$ cat src/hw/rtl/dlid_pkg.sv
// ----------------------------------------------------------------------------
// dlid_pkg
// shared constants, types and helpers for the dual lock-in demodulator
// ----------------------------------------------------------------------------
package dlid_pkg;

  localparam int RefPeriodDef   = 8;
  localparam int SampleBitsDef  = 12;
  localparam int CoefFracDef    = 30;
  localparam int NumRegs        = 8;
  localparam int AddrBits       = 5;
  localparam int AccBits        = 72;

  localparam logic [31:0] RegReset [NumRegs] = '{
    32'sd16606802, 32'sd16606802, 32'sd1040528216, 32'sd1069343479,
    32'sd2141258160, -32'sd1067526902, 32'sd2144894387, -32'sd1071163148
  };

  localparam logic [31:0] PiQ29 = 32'd1686629713;

  // serial multiplier operation
  typedef struct packed {
    logic               start;
    logic signed [31:0] coef;
    logic signed [47:0] data;
  } mul_req_t;

  typedef struct packed {
    logic               done;
    logic signed [AccBits-1:0] prod;
  } mul_rsp_t;

  function automatic logic signed [15:0] ref_val(input logic [2:0] ix, input logic [1:0] mixer);
    logic signed [15:0] r;
    r = '0;
    unique case (mixer)
      2'd0: unique case (ix)
        3'd0, 3'd4: r = 16'sd0;
        3'd1, 3'd3: r = 16'sd11585;
        3'd2: r = 16'sd16384;
        3'd6: r = -16'sd16384;
        default: r = -16'sd11585;
      endcase
      2'd1: unique case (ix)
        3'd2, 3'd6: r = 16'sd0;
        3'd1, 3'd7: r = 16'sd11585;
        3'd0: r = 16'sd16384;
        3'd4: r = -16'sd16384;
        default: r = -16'sd11585;
      endcase
      2'd2: unique case (ix)
        3'd1, 3'd5: r = 16'sd16384;
        3'd3, 3'd7: r = -16'sd16384;
        default: r = 16'sd0;
      endcase
      default: unique case (ix)
        3'd0, 3'd4: r = 16'sd16384;
        3'd2, 3'd6: r = -16'sd16384;
        default: r = 16'sd0;
      endcase
    endcase
    return r;
  endfunction

  function automatic logic signed [47:0] sat32(input logic signed [AccBits-1:0] v);
    if (v > $signed({{(AccBits-32){1'b0}}, 32'h7fffffff})) return 48'sh0000_7fff_ffff;
    if (v < $signed({{(AccBits-32){1'b1}}, 32'h80000000})) return 48'shffff_8000_0000;
    return v[47:0];
  endfunction

endpackage

$ cat src/hw/rtl/dlid_mul.sv
// ----------------------------------------------------------------------------
// dlid_mul
// bit-serial signed multiplier, 32-bit coefficient times 48-bit data
// ----------------------------------------------------------------------------
module dlid_mul (
  input  logic              clk_i,
  input  logic              rst_ni,
  input  dlid_pkg::mul_req_t req_i,
  output dlid_pkg::mul_rsp_t rsp_o
);
  import dlid_pkg::*;

  logic [5:0]                cnt_q, cnt_d;
  logic                      busy_q, busy_d;
  logic signed [AccBits-1:0] acc_q, acc_d;
  logic signed [AccBits-1:0] mcand_q, mcand_d;
  logic [31:0]               mplier_q, mplier_d;
  logic                      done_q, done_d;

  always_comb begin
    cnt_d    = cnt_q;
    busy_d   = busy_q;
    acc_d    = acc_q;
    mcand_d  = mcand_q;
    mplier_d = mplier_q;
    done_d   = 1'b0;
    if (req_i.start) begin
      busy_d   = 1'b1;
      cnt_d    = '0;
      acc_d    = '0;
      mcand_d  = AccBits'(req_i.data);
      mplier_d = req_i.coef;
    end else if (busy_q) begin
      // top bit of coefficient has negative weight
      if (mplier_q[0]) begin
        if (cnt_q == 6'd31) acc_d = acc_q - mcand_q;
        else acc_d = acc_q + mcand_q;
      end
      mcand_d  = mcand_q <<< 1;
      mplier_d = mplier_q >> 1;
      cnt_d    = cnt_q + 6'd1;
      if (cnt_q == 6'd31) begin
        busy_d = 1'b0;
        done_d = 1'b1;
      end
    end
  end

  always_ff @(posedge clk_i or negedge rst_ni) begin
    if (!rst_ni) begin
      cnt_q  <= '0;
      busy_q <= 1'b0;
      done_q <= 1'b0;
    end else begin
      cnt_q  <= cnt_d;
      busy_q <= busy_d;
      done_q <= done_d;
    end
  end

  always_ff @(posedge clk_i) begin
    acc_q    <= acc_d;
    mcand_q  <= mcand_d;
    mplier_q <= mplier_d;
  end

  assign rsp_o.done = done_q;
  assign rsp_o.prod = acc_q;

endmodule

$ cat config.mk
export PLATFORM = sky130hd
export DESIGN_NAME = dlid_mul
export DESIGN_NICKNAME = d
export VERILOG_FILES = /design/src/hw/rtl/dlid_pkg.sv /design/src/hw/rtl/dlid_mul.sv
export SDC_FILE = /design/constraint.sdc
export NUM_CORES = 1
export LEC_CHECK = 0
export ABC_AREA = 1
export BUFFER_PORTS_ARGS = -buffer_cell sky130_fd_sc_hd__buf_2
export CELL_PAD_IN_SITES_DETAIL_PLACEMENT = 2
export CELL_PAD_IN_SITES_GLOBAL_PLACEMENT = 2
export CORE_MARGIN = 5
export CORE_UTILIZATION = 30
export CTS_CLUSTER_SIZE = 14
export DETAILED_ROUTE_END_ITERATION = 8
export PLACE_DENSITY = 0.85
export SYNTH_ARGS = -nofsm -noshare
export SYNTH_HDL_FRONTEND = slang
export SYNTH_SLANG_ARGS = --single-unit
$ cat constraint.sdc
create_clock -name clk_i -period 9.1 [get_ports clk_i]
set_clock_uncertainty 0.2 [all_clocks]
set_input_delay 1.82 -clock clk_i [delete_from_list [all_inputs] [get_ports clk_i]]
set_output_delay 1.82 -clock clk_i [all_outputs]
set_load 0.02 [all_outputs]
==> flow_summary.toml, run 1 <==
[yosys]
async_reset_ff_frac = 0.0435
syn_nets = 2698
yosys.area.top_type = "edfxtp_1"
ys_warn_count = 0
synth.most_common_cell = "nand2_1"
yosysSeqAreaShare = 0.300
synth_edf_count = 104
ys_types = 44
avgSynthCellArea_um2 = 6.26
netlist_area_um2 = 15900
synthCells = 2541
synth-seq-cells = 184
synth_area_leaders = "edfxtp_1 (20%), nand2_1 (17%), inv_1 (10%)"
synth_top_area_frac = 0.196
netlist_top_cells_count = "nand2_1 (739), inv_1 (439), nor2_1 (355)"
ys.flop_type = "edfxtp_1"

[critical_path]
critPathArrivalTime_ns = 5.04
cp_max_fo = 55
endpoint_kind = "flop"
r2r_start = "cnt_q[0]"
reg2regPathDepth = 22
startpoint_type = "flop"
crit_type = "reg2reg"
regToRegEndpoint = "acc_q[61]"
r2r_slack_ns = 4.26
required_ns = 9.30

[global_route]
antenna_found_initial = 1
grt_max_degree = 113
grt_pass1_wl_um = 105000
grt_usage = 0.237
grt.overflow.total = 0
grt_pass1_vias = 18418

[routing]
post_drt_via_cell_ratio = 5.01
vias = 16852
dr.pass1.iters = 5
post-route-drc-count = 0
drtAntennaViolNets = 0
drt_iter0_drc = 701
totalWireLength_um = 69000
wl_per_cell_um = 20.5

[sta]
drv_slew = 0
period_minus_slack_ns = 4.84
tightest_slew_ns = 1.19
setup-violations-final = 0
setup_ws_ns = 4.26
hold_viol_final = 0
whs_ns = 0.331
relSlewSlack = 0.207
final.setup.tns_ns = 0
fmax_ghz = 0.207
period_share = 0.531
grt_setup_unrepaired = "no"

[placement]
postPlaceCellArea_um2 = 17400
dp_cells = 3335
gp_congestion = 0.931
port_buffers = 155
pre_cts_ws_ns = 4.32
hpwl_um = 57200

[floorplanning]
io_pins = 156
placementRows = 84
fp.dieW_um = 240
start_util = 0.303
core_um2 = 52600
die_area_um2 = 57700
chipHeight_um = 240

[clock_tree]
worst_skew_pair.late_latency_ns = 0.51
root_buffer = "clkbuf_16"
clkSlewWorstSetupHoldPaths_ns = 0.08
htree_levels = 4
cts_hold_buffers = 0
postCtsSetupBuffers = 0
cts_tree = "built"
cts_made_buffers = 17
clock_sinks = 184
ctsResizeCount = 0
clock_path_buffers = 2

[hold_path]
min_to = "mplier_q[18]"
worstHoldStart = "mplier_q[19]"
holdPathStages = 2
holdCritPathClass = "reg2reg"

[cells_and_area]
area_delta_synth_final_pct = 13.1
n_antenna_cell = 0
final_area_um2 = 18000
drive_above_1_share = 0.108
nets = 2823
finalNonFillerCells = 3367

[outcome]
run_status = "finished clean"

[power_and_ir_drop]
leakage_nw = 9.37
vdd.ir_drop.worst_mv = 0.128
power_density_nw_per_um2 = 167

[job]
max_cap_violations = 0
-- cells in the final DEF (no fill, tap or decap), drive strengths merged --
| cell type | n |
|---|---|
| clkbuf | 18 |
| o21bai | 6 |
| nor3 | 29 |
| nor2 | 388 |
| buf | 161 |
| o21a | 2 |
| or3 | 1 |
| xor2 | 107 |
| ha | 73 |
| inv | 466 |
| nand4 | 29 |
| nand2 | 758 |
| and2 | 7 |
| edfxtp | 104 |
| a31oi | 1 |
| dfrtp | 8 |
| xnor2 | 1 |
| a21o | 1 |
| fa | 1 |
| o21ai | 189 |
| o31ai | 1 |
| a21oi | 107 |
| a41oi | 1 |
| nand3 | 129 |
| dfxtp | 72 |
| clkinv | 3 |
| bufinv | 2 |
| nand3b | 2 |
| o211ai | 2 |
| nor4 | 10 |
-- power breakdown --
group	switching, W	internal (W)
clock	0.000402	0.000418
sequential	0.0000974	0.000971
combinational	0.000790	0.000333
total	0.00129	0.00172
-- registers in the layout, indices dropped and copies added (netlist names) --
signal and cells:
busy_q 1, mplier_q 32, done_q 1, mcand_q 72
acc_q 72, cnt_q 6
-- area by class of cell --
| cell class | count | area [µm²] |
|---|---|---|
| Multi-Input combinational cell | 1845 | 9210 |
| Inverter | 457 | 1720 |
| Fill cell | 6526 | 34600 |
| Clock buffer | 18 | 429 |
| Sequential cell | 184 | 4760 |
| Timing Repair Buffer | 161 | 827 |
| Tap cell | 688 | 861 |
| Clock inverter | 14 | 174 |
-- logic make-up after synthesis --
family,synth area share
compound gates,0.101
xor+xnor,0.0595
fa+ha+maj,0.0587
buf+inv,0.122
flops,0.300
simple gates,0.359
-- worst max-delay path, cell delays in order, from the launching register on --
cell,delay [ns]
dfrtp_1,0.41
ha_1,0.24
nand3_1,0.12
nor3_4,0.04
buf_4,0.24
inv_2,0.76
o21ai_0,0.29
o211ai_1,0.19
xor2_1,0.37
ha_1,0.40
a21oi_1,0.29
inv_1,0.10
nand3_1,0.09
nand3_1,0.16
inv_1,0.11
nand2_1,0.09
nand2_1,0.10
and2_0,0.17
nand2_1,0.07
nand2_1,0.06
nand3_1,0.06
nand2_1,0.09
inv_1,0.03
-- metal layers --
metal,vias to the layer above,track usage,part of all wire
met5,-,0,0
met4,0,0.0805,0.032
met3,87,0.0320,0.035
met2,311,0.401,0.47
met1,8296,0.312,0.46
li1,8158,-,-
-- how the worst max path moves through the flow --
| stage | startpoint | to | slack (ns) | cells after the start |
|---|---|---|---|---|
| after floorplan | req_i[80] | mcand_q[0] | 3.62 | 5 |
| after global placement | req_i[80] | mcand_q[7] | 4.46 | 4 |
| after detailed placement | cnt_q[0] | acc_q[71] | 4.32 | 23 |
| after CTS | cnt_q[0] | acc_q[71] | 4.29 | 23 |
| after global routing | cnt_q[0] | acc_q[71] | 3.86 | 23 |
| final | cnt_q[0] | acc_q[61] | 4.26 | 22 |
-- stage by stage --
| stage | util | total power, W |
|---|---|---|
| 6_report | 0.342 | 0.00301 |
| 3_3_place_gp | 0.331 | 0.00213 |
| 4_1_cts | 0.342 | 0.00303 |
| 3_5_place_dp | 0.331 | 0.00219 |
| 5_1_grt | 0.342 | 0.00318 |
| 2_1_floorplan | - | 0.00177 |
(Power assumes the default switching activity.)
==> run 2, diff against run 1 <==
--- a/config.mk
+++ b/config.mk
@@ -13,7 +13,7 @@
 export CORE_UTILIZATION = 30
 export CTS_CLUSTER_SIZE = 14
 export DETAILED_ROUTE_END_ITERATION = 8
-export PLACE_DENSITY = 0.85
+export PLACE_DENSITY = 0.88
 export SYNTH_ARGS = -nofsm -noshare
 export SYNTH_HDL_FRONTEND = slang
 export SYNTH_SLANG_ARGS = --single-unit
==> constraint.sdc (replaced) <==
create_clock -name clk_i -period 4.2 [get_ports clk_i]
set_clock_uncertainty 0.2 [all_clocks]
set_input_delay 0.84 -clock clk_i [delete_from_list [all_inputs] [get_ports clk_i]]
set_output_delay 0.84 -clock clk_i [all_outputs]
set_load 0.02 [all_outputs]
==> flow_summary.toml, run 2 (synthesis gave the netlist of run 1 again) <==
[critical_path]
cp_max_fo = 5
slowest_delay_ns = 0.47
r2r_start = "mcand_q[4]"
crit_type = "reg2reg"
cp-startpoint = "mcand_q[4]"
cpMostUsedCell = "nand2_1"
endpoint_kind = "flop"
required_ns = 4.39
cpMaxStageDelayCell = "edfxtp_1"
critPathArrivalTime_ns = 4.29
startpoint_type = "flop"
path_cells = "nor2_2 -> nand3_1 -> nor3_1 -> buf_4 -> nand2_1 -> nor2_1 -> nand3_1 -> xor2_1 -> nand2_1 -> o21ai_0 -> ha_1 -> nand2_1 -> nor2_2 -> inv_1 -> nor2_1 -> nand2_1 -> nor3_1 -> nand2_1 -> nand3_1 -> nand2_1 -> nor2_1 -> nor2_1"
path_delay_family = "simple AND/OR/NAND/NOR gates"
worst-path-buf-inv = 2

[cells_and_area]
final_common_cell = "nand2_1"
final_area_um2 = 19500
drive_above_1_share = 0.193
largestRegisters = "acc_q: 72 flops, mcand_q: 72 flops, mplier_q: 32 flops"
final_cell_mix = "nand2_1 (713), inv_1 (427), nor2_1 (313)"
area_delta_synth_final_pct = 22.5
n_antenna_cell = 0
fin_util = 0.371
nets = 2918

[placement]
gp_congestion = 0.921
postPlaceCellArea_um2 = 17900
port_buffers = 155
hpwl_um = 59800

[global_route]
grt_max_degree = 150
grt.overflow.total = 0
antenna_found_initial = 0
grt_pass1_wl_um = 108000
grt_usage = 0.245
grt_pass1_vias = 18734

[power_and_ir_drop]
leakage_nw = 9.91
vdd.ir_drop.worst_mv = 0.273
power_density_nw_per_um2 = 349

[floorplanning]
chipHeight_um = 240
start_util = 0.303
io_pins = 156
fp.dieW_um = 240
placementRows = 84
core_um2 = 52600
die_area_um2 = 57700

[hold_path]
worstHoldStart = "mplier_q[23]"
holdCritPathClass = "reg2reg"

[clock_tree]
root_buffer = "clkbuf_16"
worst_skew_pair.late_latency_ns = 0.51
clock_sinks = 184
clkSlewWorstSetupHoldPaths_ns = 0.08
clock_path_buffers = 2
cts_made_buffers = 17
htree_levels = 4
cts_tree = "built"

[routing]
drtAntennaViolNets = 0
wl_per_cell_um = 21.2
post_drt_via_cell_ratio = 5.05
post-route-drc-count = 0
dr.pass1.iters = 5
vias = 17498
drt_iter0_drc = 895
totalWireLength_um = 73400

[outcome]
run_status = "finished clean"

[sta]
setup-violations-final = 0
tightest_slew_ns = 0.724
period_share = 0.975
fmax_ghz = 0.244
hold_viol_final = 0
period_minus_slack_ns = 4.09
relSlewSlack = 0.516
drv_slew = 0

[job]
max_cap_violations = 0
-- run 2: cell types whose count changed in the layout (fill, tap and decap cells not counted), sizes merged --
cell         previous run  this run
buf                   161       255
clkinv                  3         8
bufinv                  2         0
inv                   466       464
clkbuf                 18        17
dlygate4sd3             0         1
-- run 2: repair_timing --
action | CTS | global route
buffers inserted | 3 | 26
hold buffers | 1 | 0
setup endpoints to repair | 31 | 46
pin swaps | 5 | 32
gates resized for setup | 35 | 175
hold endpoints to repair | 8 | 0
-- run 2: worst paths after layout --
check,end,slack [ns],cells past startpoint
setup / recovery,acc_q[67],0.11,22
hold / removal,mplier_q[22],0.32,2
setup reg to reg,acc_q[67],0.11,22
hold reg to reg,mplier_q[22],0.32,2
max in group asynchronous,cnt_q[3],3.11,2
min in group asynchronous,cnt_q[1],0.50,2
-- run 2: through the flow --
| step | std cells | TNS [ns] | setup WS [ns] | hold WS (ns) | power, W |
|---|---|---|---|---|---|
| global placement | 3400 | -0.934 | -0.165 | 0.292 | 0.00473 |
| detailed placement | 3400 | -6.54 | -0.387 | 0.307 | 0.00487 |
| finish | 3462 | 0 | 0.105 | 0.320 | 0.00681 |
| global route | 3462 | -0.412 | -0.0463 | 0.350 | 0.00718 |
| floorplan | 2541 | 0 | 0.738 | 0.287 | 0.00384 |
| CTS | 3436 | 0 | 0.00555 | 0.328 | 0.00663 |
-- run 2: metal layers --
metal,vias to the layer above,global-route usage,part of all wire
met1,8688,0.327,0.46
li1,8343,-,-
met4,0,0.0652,0.025
met5,-,0,0
met2,377,0.417,0.48
met3,90,0.0368,0.040
-- run 2: area by class of cell --
class / instances / area, µm²
clock buffers: 17 / 425
clock inverters: 15 / 150
fillers: 6458 / 33100
inverters: 457 / 1720
multi-input cells: 1845 / 9950
flip-flops and latches: 184 / 4760
well taps: 688 / 861
repair buffers: 256 / 1610
-- run 2: report_power, final --
group / switching, W / internal (W) / total, W
combinational: 0.00188 / 0.000908 / 0.00279
clock: 0.000906 / 0.000791 / 0.00170
sequential: 0.000213 / 0.00210 / 0.00232
-- run 2: worst register-to-register path: stages, from the launching register on --
cell	delay, ns
edfxtp_1	0.47
nor2_2	0.27
nand3_1	0.13
nor3_1	0.22
buf_4	0.19
nand2_1	0.05
nor2_1	0.10
nand3_1	0.16
xor2_1	0.18
nand2_1	0.07
o21ai_0	0.19
ha_1	0.46
nand2_1	0.14
nor2_2	0.19
inv_1	0.09
nor2_1	0.17
nand2_1	0.10
nor3_1	0.15
nand2_1	0.10
nand3_1	0.09
nand2_1	0.06
nor2_1	0.12
nor2_1	0.06
==> run 3, diff against run 2 <==
--- a/config.mk
+++ b/config.mk
@@ -5,7 +5,7 @@
 export SDC_FILE = /design/constraint.sdc
 export NUM_CORES = 1
 export LEC_CHECK = 0
-export ABC_AREA = 1
+export ABC_AREA = 0
 export BUFFER_PORTS_ARGS = -buffer_cell sky130_fd_sc_hd__buf_2
 export CELL_PAD_IN_SITES_DETAIL_PLACEMENT = 2
 export CELL_PAD_IN_SITES_GLOBAL_PLACEMENT = 2
@@ -13,7 +13,8 @@
 export CORE_UTILIZATION = 30
 export CTS_CLUSTER_SIZE = 14
 export DETAILED_ROUTE_END_ITERATION = 8
-export PLACE_DENSITY = 0.88
+export PLACE_DENSITY = 0.82
+export SKIP_LAST_GASP = 1
 export SYNTH_ARGS = -nofsm -noshare
 export SYNTH_HDL_FRONTEND = slang
 export SYNTH_SLANG_ARGS = --single-unit
==> flow_summary.toml, run 3 <==
[outcome]
run_status = "complete, but fails checks"
violations = "setup timing"

[critical_path]
cpMaxStageDelayCell = "or4_4"
endpoint_kind = "flop"
cp_max_fo = 6
path_delay_family = "simple AND/OR/NAND/NOR gates"
path_cells = "or4_4 -> nand4b_1 -> buf_6 -> buf_6 -> nor2_4 -> nand2_4 -> nor2_1 -> buf_4 -> a21oi_1 -> xnor2_1 -> ha_1 -> nand4_1 -> buf_6 -> nor3_1 -> o21ai_0 -> nand2b_1 -> a31oi_1 -> buf_4 -> o31ai_4 -> xor2_1 -> nand2_1 -> a21oi_2"
cpMostUsedCell = "buf_6"
critPathArrivalTime_ns = 6.00
worst-path-buf-inv = 5
required_ns = 4.45
crit_type = "reg2reg"
startpoint_type = "flop"
slowest_delay_ns = 0.52

[yosys]
synth_top_family_by_area = "compound AO/OA/AOI/OAI gates"
synthXorXnorAreaFrac = 0.0953
synth_compound_area_frac = 0.195
ys_types = 62
synthAdderAreaFrac = 0.0725
yosys.area.top_type = "edfxtp_1"
synthCells = 1471
ys.flop_type = "edfxtp_1"
synth.most_common_cell = "nand2_1"
netlist_area_um2 = 12900
synth-simple-area-share = 0.159
synth_top_area_frac = 0.243
avgSynthCellArea_um2 = 8.75
syn_nets = 1628
synth-seq-cells = 184
ys_warn_count = 0
async_reset_ff_frac = 0.0435
yosysSeqAreaShare = 0.370
netlist_top_cells_count = "nand2_1 (184), a21oi_1 (158), nor2_1 (105)"
synth_edf_count = 104
synth_area_leaders = "edfxtp_1 (24%), dfxtp_1 (11%), ha_1 (7.1%)"
synthMuxAreaShare = 0.0653

[sta]
setup-violations-final = 60
fmax_ghz = 0.174
setup_ws_ns = -1.55
tightest_slew_ns = 1.26
drv_slew = 0
period_share = 1.37
period_minus_slack_ns = 5.75
hold_viol_final = 0
grt_setup_unrepaired = "yes"
whs_ns = 0.285
relSlewSlack = 0.163

[clock_tree]
htree_levels = 4
cts_tree = "built"
cts_made_buffers = 17
worst_skew_pair.late_latency_ns = 0.54
clock_path_buffers = 2
clock_sinks = 184
root_buffer = "clkbuf_16"
clkSlewWorstSetupHoldPaths_ns = 0.10

[placement]
pre_cts_ws_ns = -1.20
postPlaceCellArea_um2 = 17000
gp_congestion = 0.908
dp_cells = 2451
hpwl_um = 44700
port_buffers = 155

[floorplanning]
core_um2 = 42200
start_util = 0.305
chipHeight_um = 217
fp.dieW_um = 217
io_pins = 156
placementRows = 75
die_area_um2 = 47100

[cells_and_area]
area_delta_synth_final_pct = 61.4
largestRegisters = "acc_q: 72 flops, mcand_q: 72 flops, mplier_q: 32 flops"
final_cell_mix = "buf_4 (433), nand2_1 (166), buf_2 (154)"
drive_above_1_share = 0.527
nets = 2214
n_antenna_cell = 0
finalNonFillerCells = 2609
final_common_cell = "buf_4"
final_area_um2 = 20800

[global_route]
grt_pass1_vias = 17441
antenna_found_initial = 0
grt_max_degree = 87
grt_usage = 0.321
grt.overflow.total = 0
grt_pass1_wl_um = 114000

[hold_path]
holdCritPathClass = "reg2reg"

[power_and_ir_drop]
power_w = 0.0105
vdd.ir_drop.worst_mv = 0.308
leakage_nw = 9.28
power_density_nw_per_um2 = 505

[routing]
wl_per_cell_um = 35.7
post_drt_via_cell_ratio = 6.19
vias = 16160
totalWireLength_um = 93100
post-route-drc-count = 0
dr.pass1.iters = 5
drt_iter0_drc = 1212
drtAntennaViolNets = 0

[job]
max_cap_violations = 0
run 3: cell count changes after synthesis, sizes merged, moves of 44 or more:
cell and delta:
xnor2 +90, a21oi +51, o21ai -97, xor2 -58
inv -401, a21o +44, mux2 +72, nor2 -283
nand2 -574, nand3 -107
run 3: power breakdown:
group	switching (W)	internal (W)	total, W
Sequential	0.000315	0.00218	0.00249
Clock	0.00102	0.000805	0.00183
Combinational	0.00356	0.00260	0.00617
Total	0.00490	0.00559	0.0105
run 3: logic make-up after synthesis:
group,Yosys count
compound gates,410
mux,75
xor+xnor,140
flops,184
fa+ha+maj,74
buf+inv,143
simple gates,445
run 3: path summary, 6_finish.rpt:
| path | slack, ns | cells after the start | endpoint | start |
|---|---|---|---|---|
| setup / recovery | -1.55 | 22 | acc_q[70] | mcand_q[19] |
| max in group asynchronous | 3.08 | 2 | cnt_q[1] | rst_ni |
| hold reg to reg | 0.29 | 2 | acc_q[7] | acc_q[7] |
| setup reg to reg | -1.55 | 22 | acc_q[70] | mcand_q[19] |
| hold / removal | 0.29 | 2 | acc_q[7] | acc_q[7] |
| min in group asynchronous | 0.53 | 2 | cnt_q[5] | rst_ni |
run 3: per-stage QoR:
step / TNS, ns / utilization
floorplan: -4.61 / -
CTS: -24.37 / 0.459
global route: -57.60 / 0.492
finish: -54.42 / 0.492
detailed placement: -37.19 / 0.402
global placement: -23.30 / 0.402
run 3: repair_timing:
item / CTS / global route
hold buffers: 1 / 0
pin swaps: 140 / 126
buffers inserted: 89 / 59
gates resized for setup: 281 / 219
hold endpoints to repair: 8 / 0
endpoints found under the setup margin: 58 / 59
gates cloned: 0 / 0
run 3: worst reg2reg max path: stages, from the launching register on:
cell and delay [ns]:
edfxtp_1 0.48, or4_4 0.52, nand4b_1 0.21, buf_6 0.17
buf_6 0.12, nor2_4 0.16, nand2_4 0.11, nor2_1 0.28
buf_4 0.19, a21oi_1 0.10, xnor2_1 0.18, ha_1 0.46
nand4_1 0.21, buf_6 0.20, nor3_1 0.35, o21ai_0 0.19
nand2b_1 0.24, a31oi_1 0.18, buf_4 0.26, o31ai_4 0.26
xor2_1 0.23, nand2_1 0.12, a21oi_2 0.25
run 3: metal layers:
metal / global-route usage / share of wire / vias to the layer above / wire, µm
met2: 0.579 / 0.49 / 1008 / 45700
met4: 0.241 / 0.11 / 0 / 10300
met5: 0 / 0 / - / 0
met3: 0.0635 / 0.061 / 570 / 5690
met1: 0.327 / 0.34 / 8136 / 31400
li1: - / - / 6446 / -
run 3: cell type report:
cell class	instances	area (µm²)
well taps	539	674
fillers	4369	21400
multi-input cells	1144	9730
repair buffers	654	4800
inverters	56	210
clock inverters	15	170
clock buffers	17	425
flip-flops and latches	184	4760
